$ cat src/hw/rtl/cmcf_pkg.sv
// Shared widths, face codes and the pipeline record for the cube map face unit.
`default_nettype none

package cmcf_pkg;

    localparam int COMPONENT_BITS = 16;
    localparam int COORD_BITS     = 16;

    localparam int MAG_W = COMPONENT_BITS;
    localparam int SUM_W = COMPONENT_BITS + 1;

    localparam int IN_TDATA_W  = ((3 * COMPONENT_BITS + 7) / 8) * 8;
    localparam int FACE_W      = 3;
    localparam int OUT_TDATA_W = ((FACE_W + 2 * COORD_BITS + 7) / 8) * 8;

    typedef logic [FACE_W-1:0] face_t;

    localparam face_t FACE_FRONT  = 3'd0;
    localparam face_t FACE_RIGHT  = 3'd1;
    localparam face_t FACE_BEHIND = 3'd2;
    localparam face_t FACE_LEFT   = 3'd3;
    localparam face_t FACE_TOP    = 3'd4;
    localparam face_t FACE_BOTTOM = 3'd5;

    typedef struct packed {
        face_t                 face;
        logic                  invalid;
        logic                  sat_u;
        logic                  sat_v;
        logic [SUM_W-1:0]      divisor;
        logic [SUM_W-1:0]      rem_u;
        logic [SUM_W-1:0]      rem_v;
        logic [COORD_BITS-1:0] quo_u;
        logic [COORD_BITS-1:0] quo_v;
    } stage_t;

endpackage

`default_nettype wire

$ cat src/hw/rtl/cmcf_select.sv
// Major axis and face selection, numerator and divisor setup for the divider chain.
`default_nettype none

module cmcf_select
    import cmcf_pkg::*;
(
    input  wire logic signed [COMPONENT_BITS-1:0] dir_x,
    input  wire logic signed [COMPONENT_BITS-1:0] dir_y,
    input  wire logic signed [COMPONENT_BITS-1:0] dir_z,
    output stage_t                                 stage
);

    logic [MAG_W-1:0]        ax;
    logic [MAG_W-1:0]        ay;
    logic [MAG_W-1:0]        az;
    logic signed [SUM_W-1:0] xs;
    logic signed [SUM_W-1:0] ys;
    logic signed [SUM_W-1:0] zs;
    logic signed [SUM_W-1:0] nu;
    logic signed [SUM_W-1:0] nv;
    logic signed [SUM_W-1:0] dext;
    logic [MAG_W-1:0]        d;
    logic [SUM_W-1:0]        sum_u;
    logic [SUM_W-1:0]        sum_v;
    logic [SUM_W-1:0]        div2;
    logic                    z_pos;
    face_t                   face;
    logic                    invalid;

    always_comb
    begin
        ax = dir_x[COMPONENT_BITS-1] ? MAG_W'(-dir_x) : MAG_W'(dir_x);
        ay = dir_y[COMPONENT_BITS-1] ? MAG_W'(-dir_y) : MAG_W'(dir_y);
        az = dir_z[COMPONENT_BITS-1] ? MAG_W'(-dir_z) : MAG_W'(dir_z);
        xs = SUM_W'(dir_x);
        ys = SUM_W'(dir_y);
        zs = SUM_W'(dir_z);
        z_pos = !dir_z[COMPONENT_BITS-1] && (dir_z != '0);

        if (ax > ay)
        begin
            if (ax > az)
                face = dir_x[COMPONENT_BITS-1] ? FACE_LEFT : FACE_RIGHT;
            else
                face = z_pos ? FACE_FRONT : FACE_BEHIND;
        end
        else
        begin
            if (ay > az)
                face = dir_y[COMPONENT_BITS-1] ? FACE_BOTTOM : FACE_TOP;
            else
                face = z_pos ? FACE_FRONT : FACE_BEHIND;
        end

        case (face)
            FACE_FRONT:
            begin
                d = az; nu = xs; nv = -ys;
            end
            FACE_BEHIND:
            begin
                d = az; nu = -xs; nv = -ys;
            end
            FACE_RIGHT:
            begin
                d = ax; nu = -zs; nv = -ys;
            end
            FACE_LEFT:
            begin
                d = ax; nu = zs; nv = -ys;
            end
            FACE_TOP:
            begin
                d = ay; nu = xs; nv = zs;
            end
            default:
            begin
                d = ay; nu = xs; nv = -zs;
            end
        endcase

        invalid = (d == '0);
        dext    = {1'b0, d};
        sum_u   = SUM_W'(nu + dext);
        sum_v   = SUM_W'(nv + dext);
        div2    = {d, 1'b0};

        stage.face    = face;
        stage.invalid = invalid;
        stage.sat_u   = (sum_u == div2) && !invalid;
        stage.sat_v   = (sum_v == div2) && !invalid;
        stage.divisor = div2;
        stage.rem_u   = (sum_u == div2) ? '0 : sum_u;
        stage.rem_v   = (sum_v == div2) ? '0 : sum_v;
        stage.quo_u   = '0;
        stage.quo_v   = '0;
    end

endmodule

`default_nettype wire

$ cat src/hw/rtl/cmcf_cell.sv
// One divider cell: resolves one quotient bit of both coordinates and holds the beat.
`default_nettype none

module cmcf_cell
    import cmcf_pkg::*;
(
    input  wire logic   clk,
    input  wire logic   rst_n,
    input  wire logic   in_valid,
    output logic        in_ready,
    input  wire stage_t in_data,
    output logic        out_valid,
    input  wire logic   out_ready,
    output stage_t      out_data
);

    logic               valid_reg;
    logic               valid_next;
    stage_t             data_reg;
    stage_t             data_next;
    logic [SUM_W:0]     r2_u;
    logic [SUM_W:0]     r2_v;
    logic               ge_u;
    logic               ge_v;

    always_comb
    begin
        in_ready  = !valid_reg || out_ready;
        valid_next = in_ready ? in_valid : valid_reg;

        r2_u = {in_data.rem_u, 1'b0};
        r2_v = {in_data.rem_v, 1'b0};
        ge_u = r2_u >= {1'b0, in_data.divisor};
        ge_v = r2_v >= {1'b0, in_data.divisor};

        data_next       = in_data;
        data_next.rem_u = ge_u ? SUM_W'(r2_u - {1'b0, in_data.divisor}) : SUM_W'(r2_u);
        data_next.rem_v = ge_v ? SUM_W'(r2_v - {1'b0, in_data.divisor}) : SUM_W'(r2_v);
        data_next.quo_u = {in_data.quo_u[COORD_BITS-2:0], ge_u};
        data_next.quo_v = {in_data.quo_v[COORD_BITS-2:0], ge_v};
    end

    always_ff @(posedge clk or negedge rst_n)
    begin
        if (!rst_n)
            valid_reg <= 1'b0;
        else
            valid_reg <= valid_next;
    end

    always_ff @(posedge clk)
    begin
        if (in_ready && in_valid)
            data_reg <= data_next;
    end

    assign out_valid = valid_reg;
    assign out_data  = data_reg;

endmodule

`default_nettype wire

$ cat src/hw/rtl/cube_map_face_and_coord.sv
// Top level of the cube map face and face coordinate unit.
// Takes one direction beat per cycle while not stalled and returns one result beat per
// direction, in order. A chain of COORD_BITS divider cells, each resolving one quotient
// bit of both coordinates, is followed by the output register. Throughput is one beat
// per cycle unless the output stalls; a stall on the output side fills bubbles in the
// chain before it reaches the input side. invalid flags the all-zero direction, which
// reports the behind face with both coordinates zero; an exact edge saturates to all ones.
`default_nettype none

module cube_map_face_and_coord
    import cmcf_pkg::*;
(
    input  wire logic                   clk,
    input  wire logic                   rst_n,
    input  wire logic                   s_axis_tvalid,
    output logic                        s_axis_tready,
    input  wire logic [IN_TDATA_W-1:0]  s_axis_tdata,  // dir_x, dir_y, dir_z
    output logic                        m_axis_tvalid,
    input  wire logic                   m_axis_tready,
    output logic [OUT_TDATA_W-1:0]      m_axis_tdata,  // face, coord_u, coord_v
    output logic [0:0]                  m_axis_tuser   // invalid
);

    stage_t                    chain_data  [COORD_BITS+1];
    logic [COORD_BITS:0]       chain_valid;
    logic [COORD_BITS:0]       chain_ready;

    logic                      out_valid_reg;
    logic                      out_valid_next;
    logic                      out_load;
    face_t                     face_reg;
    logic [COORD_BITS-1:0]     coord_u_reg;
    logic [COORD_BITS-1:0]     coord_v_reg;
    logic                      invalid_reg;
    logic [COORD_BITS-1:0]     coord_u_next;
    logic [COORD_BITS-1:0]     coord_v_next;
    stage_t                    last;

    cmcf_select u_select
    (
        .dir_x (s_axis_tdata[COMPONENT_BITS-1:0]),
        .dir_y (s_axis_tdata[2*COMPONENT_BITS-1:COMPONENT_BITS]),
        .dir_z (s_axis_tdata[3*COMPONENT_BITS-1:2*COMPONENT_BITS]),
        .stage (chain_data[0])
    );

    assign chain_valid[0] = s_axis_tvalid;
    assign s_axis_tready  = chain_ready[0];

    for (genvar i = 0; i < COORD_BITS; i++)
    begin : g_cell
        cmcf_cell u_cell
        (
            .clk       (clk),
            .rst_n     (rst_n),
            .in_valid  (chain_valid[i]),
            .in_ready  (chain_ready[i]),
            .in_data   (chain_data[i]),
            .out_valid (chain_valid[i+1]),
            .out_ready (chain_ready[i+1]),
            .out_data  (chain_data[i+1])
        );
    end

    assign chain_ready[COORD_BITS] = !out_valid_reg || m_axis_tready;

    always_comb
    begin
        last = chain_data[COORD_BITS];
        out_load       = chain_ready[COORD_BITS] && chain_valid[COORD_BITS];
        out_valid_next = chain_ready[COORD_BITS] ? chain_valid[COORD_BITS] : out_valid_reg;

        if (last.invalid)
            coord_u_next = '0;
        else if (last.sat_u)
            coord_u_next = '1;
        else
            coord_u_next = last.quo_u;

        if (last.invalid)
            coord_v_next = '0;
        else if (last.sat_v)
            coord_v_next = '1;
        else
            coord_v_next = last.quo_v;
    end

    always_ff @(posedge clk or negedge rst_n)
    begin
        if (!rst_n)
            out_valid_reg <= 1'b0;
        else
            out_valid_reg <= out_valid_next;
    end

    always_ff @(posedge clk)
    begin
        if (out_load)
        begin
            face_reg    <= last.face;
            coord_u_reg <= coord_u_next;
            coord_v_reg <= coord_v_next;
            invalid_reg <= last.invalid;
        end
    end

    assign m_axis_tvalid = out_valid_reg;
    assign m_axis_tdata  = OUT_TDATA_W'({coord_v_reg, coord_u_reg, face_reg});
    assign m_axis_tuser  = invalid_reg;

endmodule

`default_nettype wire

$ cat config.mk
export PLATFORM = sky130hd
export DESIGN_NAME = cube_map_face_and_coord
export DESIGN_NICKNAME = d
export VERILOG_FILES = /design/src/hw/rtl/cmcf_pkg.sv /design/src/hw/rtl/cmcf_select.sv /design/src/hw/rtl/cmcf_cell.sv /design/src/hw/rtl/cube_map_face_and_coord.sv
export SDC_FILE = /design/constraint.sdc
export NUM_CORES = 2
export LEC_CHECK = 0
export BUFFER_PORTS_ARGS = -buffer_cell sky130_fd_sc_hd__buf_4
export CAP_MARGIN = 10
export CORE_ASPECT_RATIO = 2
export CORE_MARGIN = 2
export CORE_UTILIZATION = 60
export CTS_CLUSTER_SIZE = 25
export DETAILED_ROUTE_END_ITERATION = 8
export GPL_TIMING_DRIVEN = 0
export PLACE_DENSITY = 0.76
export SETUP_SLACK_MARGIN = 0.4
export SYNTH_ARGS = -nofsm -noshare
export SYNTH_HDL_FRONTEND = slang
export SYNTH_SLANG_ARGS = --single-unit
$ cat constraint.sdc
create_clock -name clk -period 8.27 [get_ports clk]
set_input_delay 1.2405 -clock clk [delete_from_list [all_inputs] [get_ports clk]]
set_output_delay 1.2405 -clock clk [all_outputs]
set_load 0.03 [all_outputs]
==> results.py, run 1 <==
metrics = {
    "clock_network": {
        "cts_buffer_depth": 3,
        "htree_levels": 3,
        "cts_inserted_buffers": 98,
        "cts_root_buf": "clkbuf_16",
        "clock_sinks": 1141,
    },
    "yosys": {
        "syn-instance-count": 6316,
        "avgSynthCellArea_um2": 10.6,
        "synth-seq-cells": 1141,
        "post-synth-top-count-cell": "edfxtp_1",
        "ys_seq_area_share_pct": 50.9,
        "ys_top_cells_by_count": "edfxtp_1, inv_1, nor2_1",
        "ys.flop_type": "edfxtp_1",
        "async_flop_share_pct": 1.49,
        "yosys_warnings": 0,
        "yosysUniqueCellTypes": 83,
        "synth_area_leaders": "edfxtp_1, ha_1, inv_1",
        "syn-cell-area_um2": 67200,
        "netlist.area_leader.share_pct": 50.3,
        "synth_edf_count": 1124,
        "yosys.area.top_type": "edfxtp_1",
    },
    "floorplanning": {
        "start_util_pct": 60.5,
        "io_pins": 95,
        "die_y_um": 477,
        "die_w_um": 241,
        "rows": 173,
    },
    "global_routing": {
        "grt_start_max_net_pins": 69,
        "grt_use_total_pct": 44.4,
        "grt-ovfl-total": 1,
    },
    "status": {
        "error": "[ERROR GRT-0232] Routing congestion too high. Check the congestion heatmap in the GUI.",
        "status": "aborted with a tool error",
        "haltStage": "global routing",
    },
    "place": {
        "post-dp-hpwl_mm": 187,
        "gp_congestion": 1.06,
        "placed_area_um2": 70600,
        "io_buffers": 77,
    },
}
-- metrics by stage --
step	cells	setup WS, ns	util, %
floorplan	6320	-3.03	-
CTS	8178	-2.75	68.1
detailed placement	7908	-6.05	63.6
global placement	7884	-6.04	63.0
-- metal layers --
layer  GRT overflow  global-route usage, %
met3              0                   13.0
met1              0                   32.0
met2              1                   78.8
met4              0                   58.0
met5              0                  0.823
-- repair_timing --
action / 4_1_cts
gates cloned: 2
pin swaps: 81
setup endpoints to repair: 36
hold buffers: 0
gates resized for setup: 199
buffers inserted: 83
-- kinds of logic after synthesis --
kind of cell / synth area share (%)
simple gates: 12.8
xor+xnor: 2.65
flops: 50.9
fa+ha+maj: 12.0
mux: 2.66
other cells: 0.00558
compound gates: 13.8
buf+inv: 5.19
==> run 2, diff against run 1 <==
--- a/config.mk
+++ b/config.mk
@@ -7,14 +7,11 @@
 export LEC_CHECK = 0
 export BUFFER_PORTS_ARGS = -buffer_cell sky130_fd_sc_hd__buf_4
 export CAP_MARGIN = 10
-export CORE_ASPECT_RATIO = 2
 export CORE_MARGIN = 2
-export CORE_UTILIZATION = 60
-export CTS_CLUSTER_SIZE = 25
+export CORE_UTILIZATION = 40
 export DETAILED_ROUTE_END_ITERATION = 8
 export GPL_TIMING_DRIVEN = 0
-export PLACE_DENSITY = 0.76
-export SETUP_SLACK_MARGIN = 0.4
+export PLACE_DENSITY_LB_ADDON = 0.15
 export SYNTH_ARGS = -nofsm -noshare
 export SYNTH_HDL_FRONTEND = slang
 export SYNTH_SLANG_ARGS = --single-unit
==> run 2 against run 1 <==
Against the previous run:
- the flow now finishes, with violations (setup timing)
- synthesized area unchanged
- synthesized cell count unchanged
==> results.py, run 2 <==
metrics = {
    "status": {
        "status": "complete, but fails checks",
        "violations": "setup timing",
    },
    "worst_setup_path": {
        "crit_path_max_fanout": 7,
        "critPathLaunchType": "primary input",
        "worstPathRequired_ns": 8.77,
        "cp_common_cell": "buf_4",
        "worstPathArrival_ns": 11.44,
        "slowest_stage": "or4_4",
        "path_class": "in2reg",
        "worst_setup_path_end_kind": "register",
        "max_stage_delay_ns": 0.59,
    },
    "floorplanning": {
        "start_util_pct": 40.2,
        "rows": 150,
        "die_area_um2": 171000,
        "core-area_um2": 167000,
        "die_w_um": 414,
        "io_pins": 95,
        "die_y_um": 414,
    },
    "global_routing": {
        "antenna_found_initial": 3,
        "grt_first_pass_wirelength_mm": 289,
        "grt-ovfl-total": 0,
        "grt_start_max_net_pins": 69,
        "grt_use_total_pct": 22.3,
        "grt_pass1_vias": 47626,
    },
    "timing": {
        "period_needed_ns": 10.94,
        "final_hold_viol_count": 0,
        "max_slew.worst_pin.slew_ns": 1.40,
        "post-route-period-util_pct": 132,
        "fmax_mhz": 91.4,
        "rsz0062_at_grt": "yes",
        "slew_violations": 0,
        "skew_ns": 0.0492,
        "setup_viol": 35,
        "setup_ws_ns": -2.67,
        "relSlewSlack_pct": 6.78,
    },
    "run": {
        "maxCapViolations": 0,
    },
    "layout": {
        "fillers": 15397,
        "final_common_cell": "edfxtp_1",
        "final_core_util_pct": 47.1,
        "drive_above_1_share_pct": 13.5,
        "area_growth_pct": 17.3,
        "final_cell_mix": "edfxtp_1, inv_1, nor2_1",
        "nets": 7413,
        "largest_register_ffs": 1088,
    },
    "pwr": {
        "vdd_drop_max_uv": 587,
        "p_leak_nw": 31.3,
        "powerDensity_nw_per_um2": 472,
    },
    "yosys": {
        "synth_area_leaders": "edfxtp_1, ha_1, inv_1",
        "ys_seq_area_share_pct": 50.9,
        "ys_top_cells_by_count": "edfxtp_1, inv_1, nor2_1",
        "yosysUniqueCellTypes": 83,
        "ys.flop_type": "edfxtp_1",
        "yosys_warnings": 0,
        "post-synth-top-count-cell": "edfxtp_1",
        "yosys.area.top_type": "edfxtp_1",
        "avgSynthCellArea_um2": 10.6,
        "netlist.area_leader.share_pct": 50.3,
        "syn-cell-area_um2": 67200,
        "synth_edf_count": 1124,
        "async_flop_share_pct": 1.49,
        "synth-seq-cells": 1141,
        "syn-instance-count": 6316,
    },
    "place": {
        "dp_slack_ns": -5.60,
        "gp_congestion": 0.933,
        "io_buffers": 77,
        "post-dp-hpwl_mm": 149,
    },
    "clock_network": {
        "cts_root_buf": "clkbuf_16",
        "insertion_delay_ns": 0.79,
        "cts_buffer_depth": 3,
        "cts_inserted_buffers": 133,
        "postCtsHoldBufs": 0,
        "htree_levels": 4,
        "cts_tree": "yes",
        "clock_sinks": 1141,
        "path_clk_slew_ns": 0.06,
    },
    "hold_path": {
        "hold_path_class": "in2async",
    },
    "detailed_routing": {
        "vias_per_cell": 5.39,
        "drt-pass1-iter-count": 8,
        "ant_nets": 0,
        "vias": 48801,
        "drt_iter0_markers": 3933,
        "routed_wl_mm": 193,
        "drc_errors": 0,
        "wl_per_cell_um": 21.3,
    },
}
-- run 2: where the power goes --
group / leakage, nW / internal, mW / switching (mW) / total (mW)
sequential: 11.1 / 9.55 / 1.22 / 10.8
combinational: 18.0 / 8.87 / 11.8 / 20.6
clock: 2.09 / 3.27 / 2.49 / 5.76
-- run 2: kinds of logic after synthesis --
kind of cell	count (synthesis)	synth area share, %
AOI/OAI and AO/OA	1432	13.8
xor gates and xnor gates	203	2.65
adders and majority gates	627	12.0
buffers and inverters	918	5.19
DFF	1141	50.9
muxes	159	2.66
other	1	0.00558
and+or+nand+nor	1835	12.8
-- run 2: through the flow --
| stage | std cells | hold slack [ns] | area (µm²) | setup TNS [ns] | power (mW) |
|---|---|---|---|---|---|
| final | 9046 | 0.328 | 78700 | -83.86 | 37.2 |
| after CTS | 9006 | 0.275 | 78000 | -80.74 | 36.5 |
| after global placement | 8601 | 0.401 | 70900 | -352.35 | 28.4 |
| after floorplan | 6320 | 0.400 | 67500 | -88.57 | 23.1 |
| after global routing | 9046 | 0.304 | 78700 | -92.85 | 39.8 |
| after detailed placement | 8628 | 0.405 | 71500 | -176.52 | 28.5 |
-- run 2: final timing paths --
kind / cells past startpoint / to / slack (ns) / from
max reg2reg: 18 / g_cell[11].u_cell.out_data[47]$_DFFE_PP_ / 3.21 / g_cell[10].u_cell.out_data[68]$_DFFE_PP_
max in group asynchronous: 1 / g_cell[1].u_cell.out_valid$_DFFE_PN0P_ / 7.68 / rst_n
max: 48 / g_cell[0].u_cell.out_data[56]$_DFFE_PP_ / -2.67 / s_axis_tdata[24]
min in group clk: 0 / g_cell[10].u_cell.out_data[19]$_DFFE_PP_ / 0.37 / g_cell[9].u_cell.out_data[18]$_DFFE_PP_
min: 1 / g_cell[13].u_cell.out_valid$_DFFE_PN0P_ / 0.33 / rst_n
min reg2reg: 0 / g_cell[10].u_cell.out_data[19]$_DFFE_PP_ / 0.37 / g_cell[9].u_cell.out_data[18]$_DFFE_PP_
-- run 2: final cells by class --
class / count / area (µm²) / area share (%)
flip-flops and latches: 1141 / 34200 / 43.4
multi-input cells: 4262 / 31100 / 39.5
clock buffers: 153 / 3400 / 4.32
inverters: 762 / 2900 / 3.69
well taps: 2204 / 2760 / 3.50
repair buffers: 285 / 2590 / 3.29
clock inverters: 87 / 946 / 1.20
plain buffers: 151 / 832 / 1.06
diodes: 1 / 2.50 / 0.00318
-- run 2: per-layer routing --
layer	up-vias	wire [µm]	GRT usage (%)
met3	339	8140	2.95
met1	23614	83500	28.8
met2	1127	93600	38.2
li1	23719	-	-
met4	2	7460	8.35
met5	-	13	0
-- run 2: worst max-delay path: cells and delay by family --
family	cells	cell delay (ns)
XOR/XNOR	3	0.59
adder cells (fa/ha/maj)	4	1.23
AND/OR/NAND/NOR	14	3.73
buffers and inverters	8	1.21
AO/OA/AOI/OAI	18	3.07
multiplexers	1	0.32
-- run 2: what timing repair did --
action	in CTS	in global routing
gates resized for setup	232	98
cloned	4	0
pin swaps	102	76
setup endpoints to repair	36	36
buffers inserted	138	44
Power figures use the tool's default switching activity.
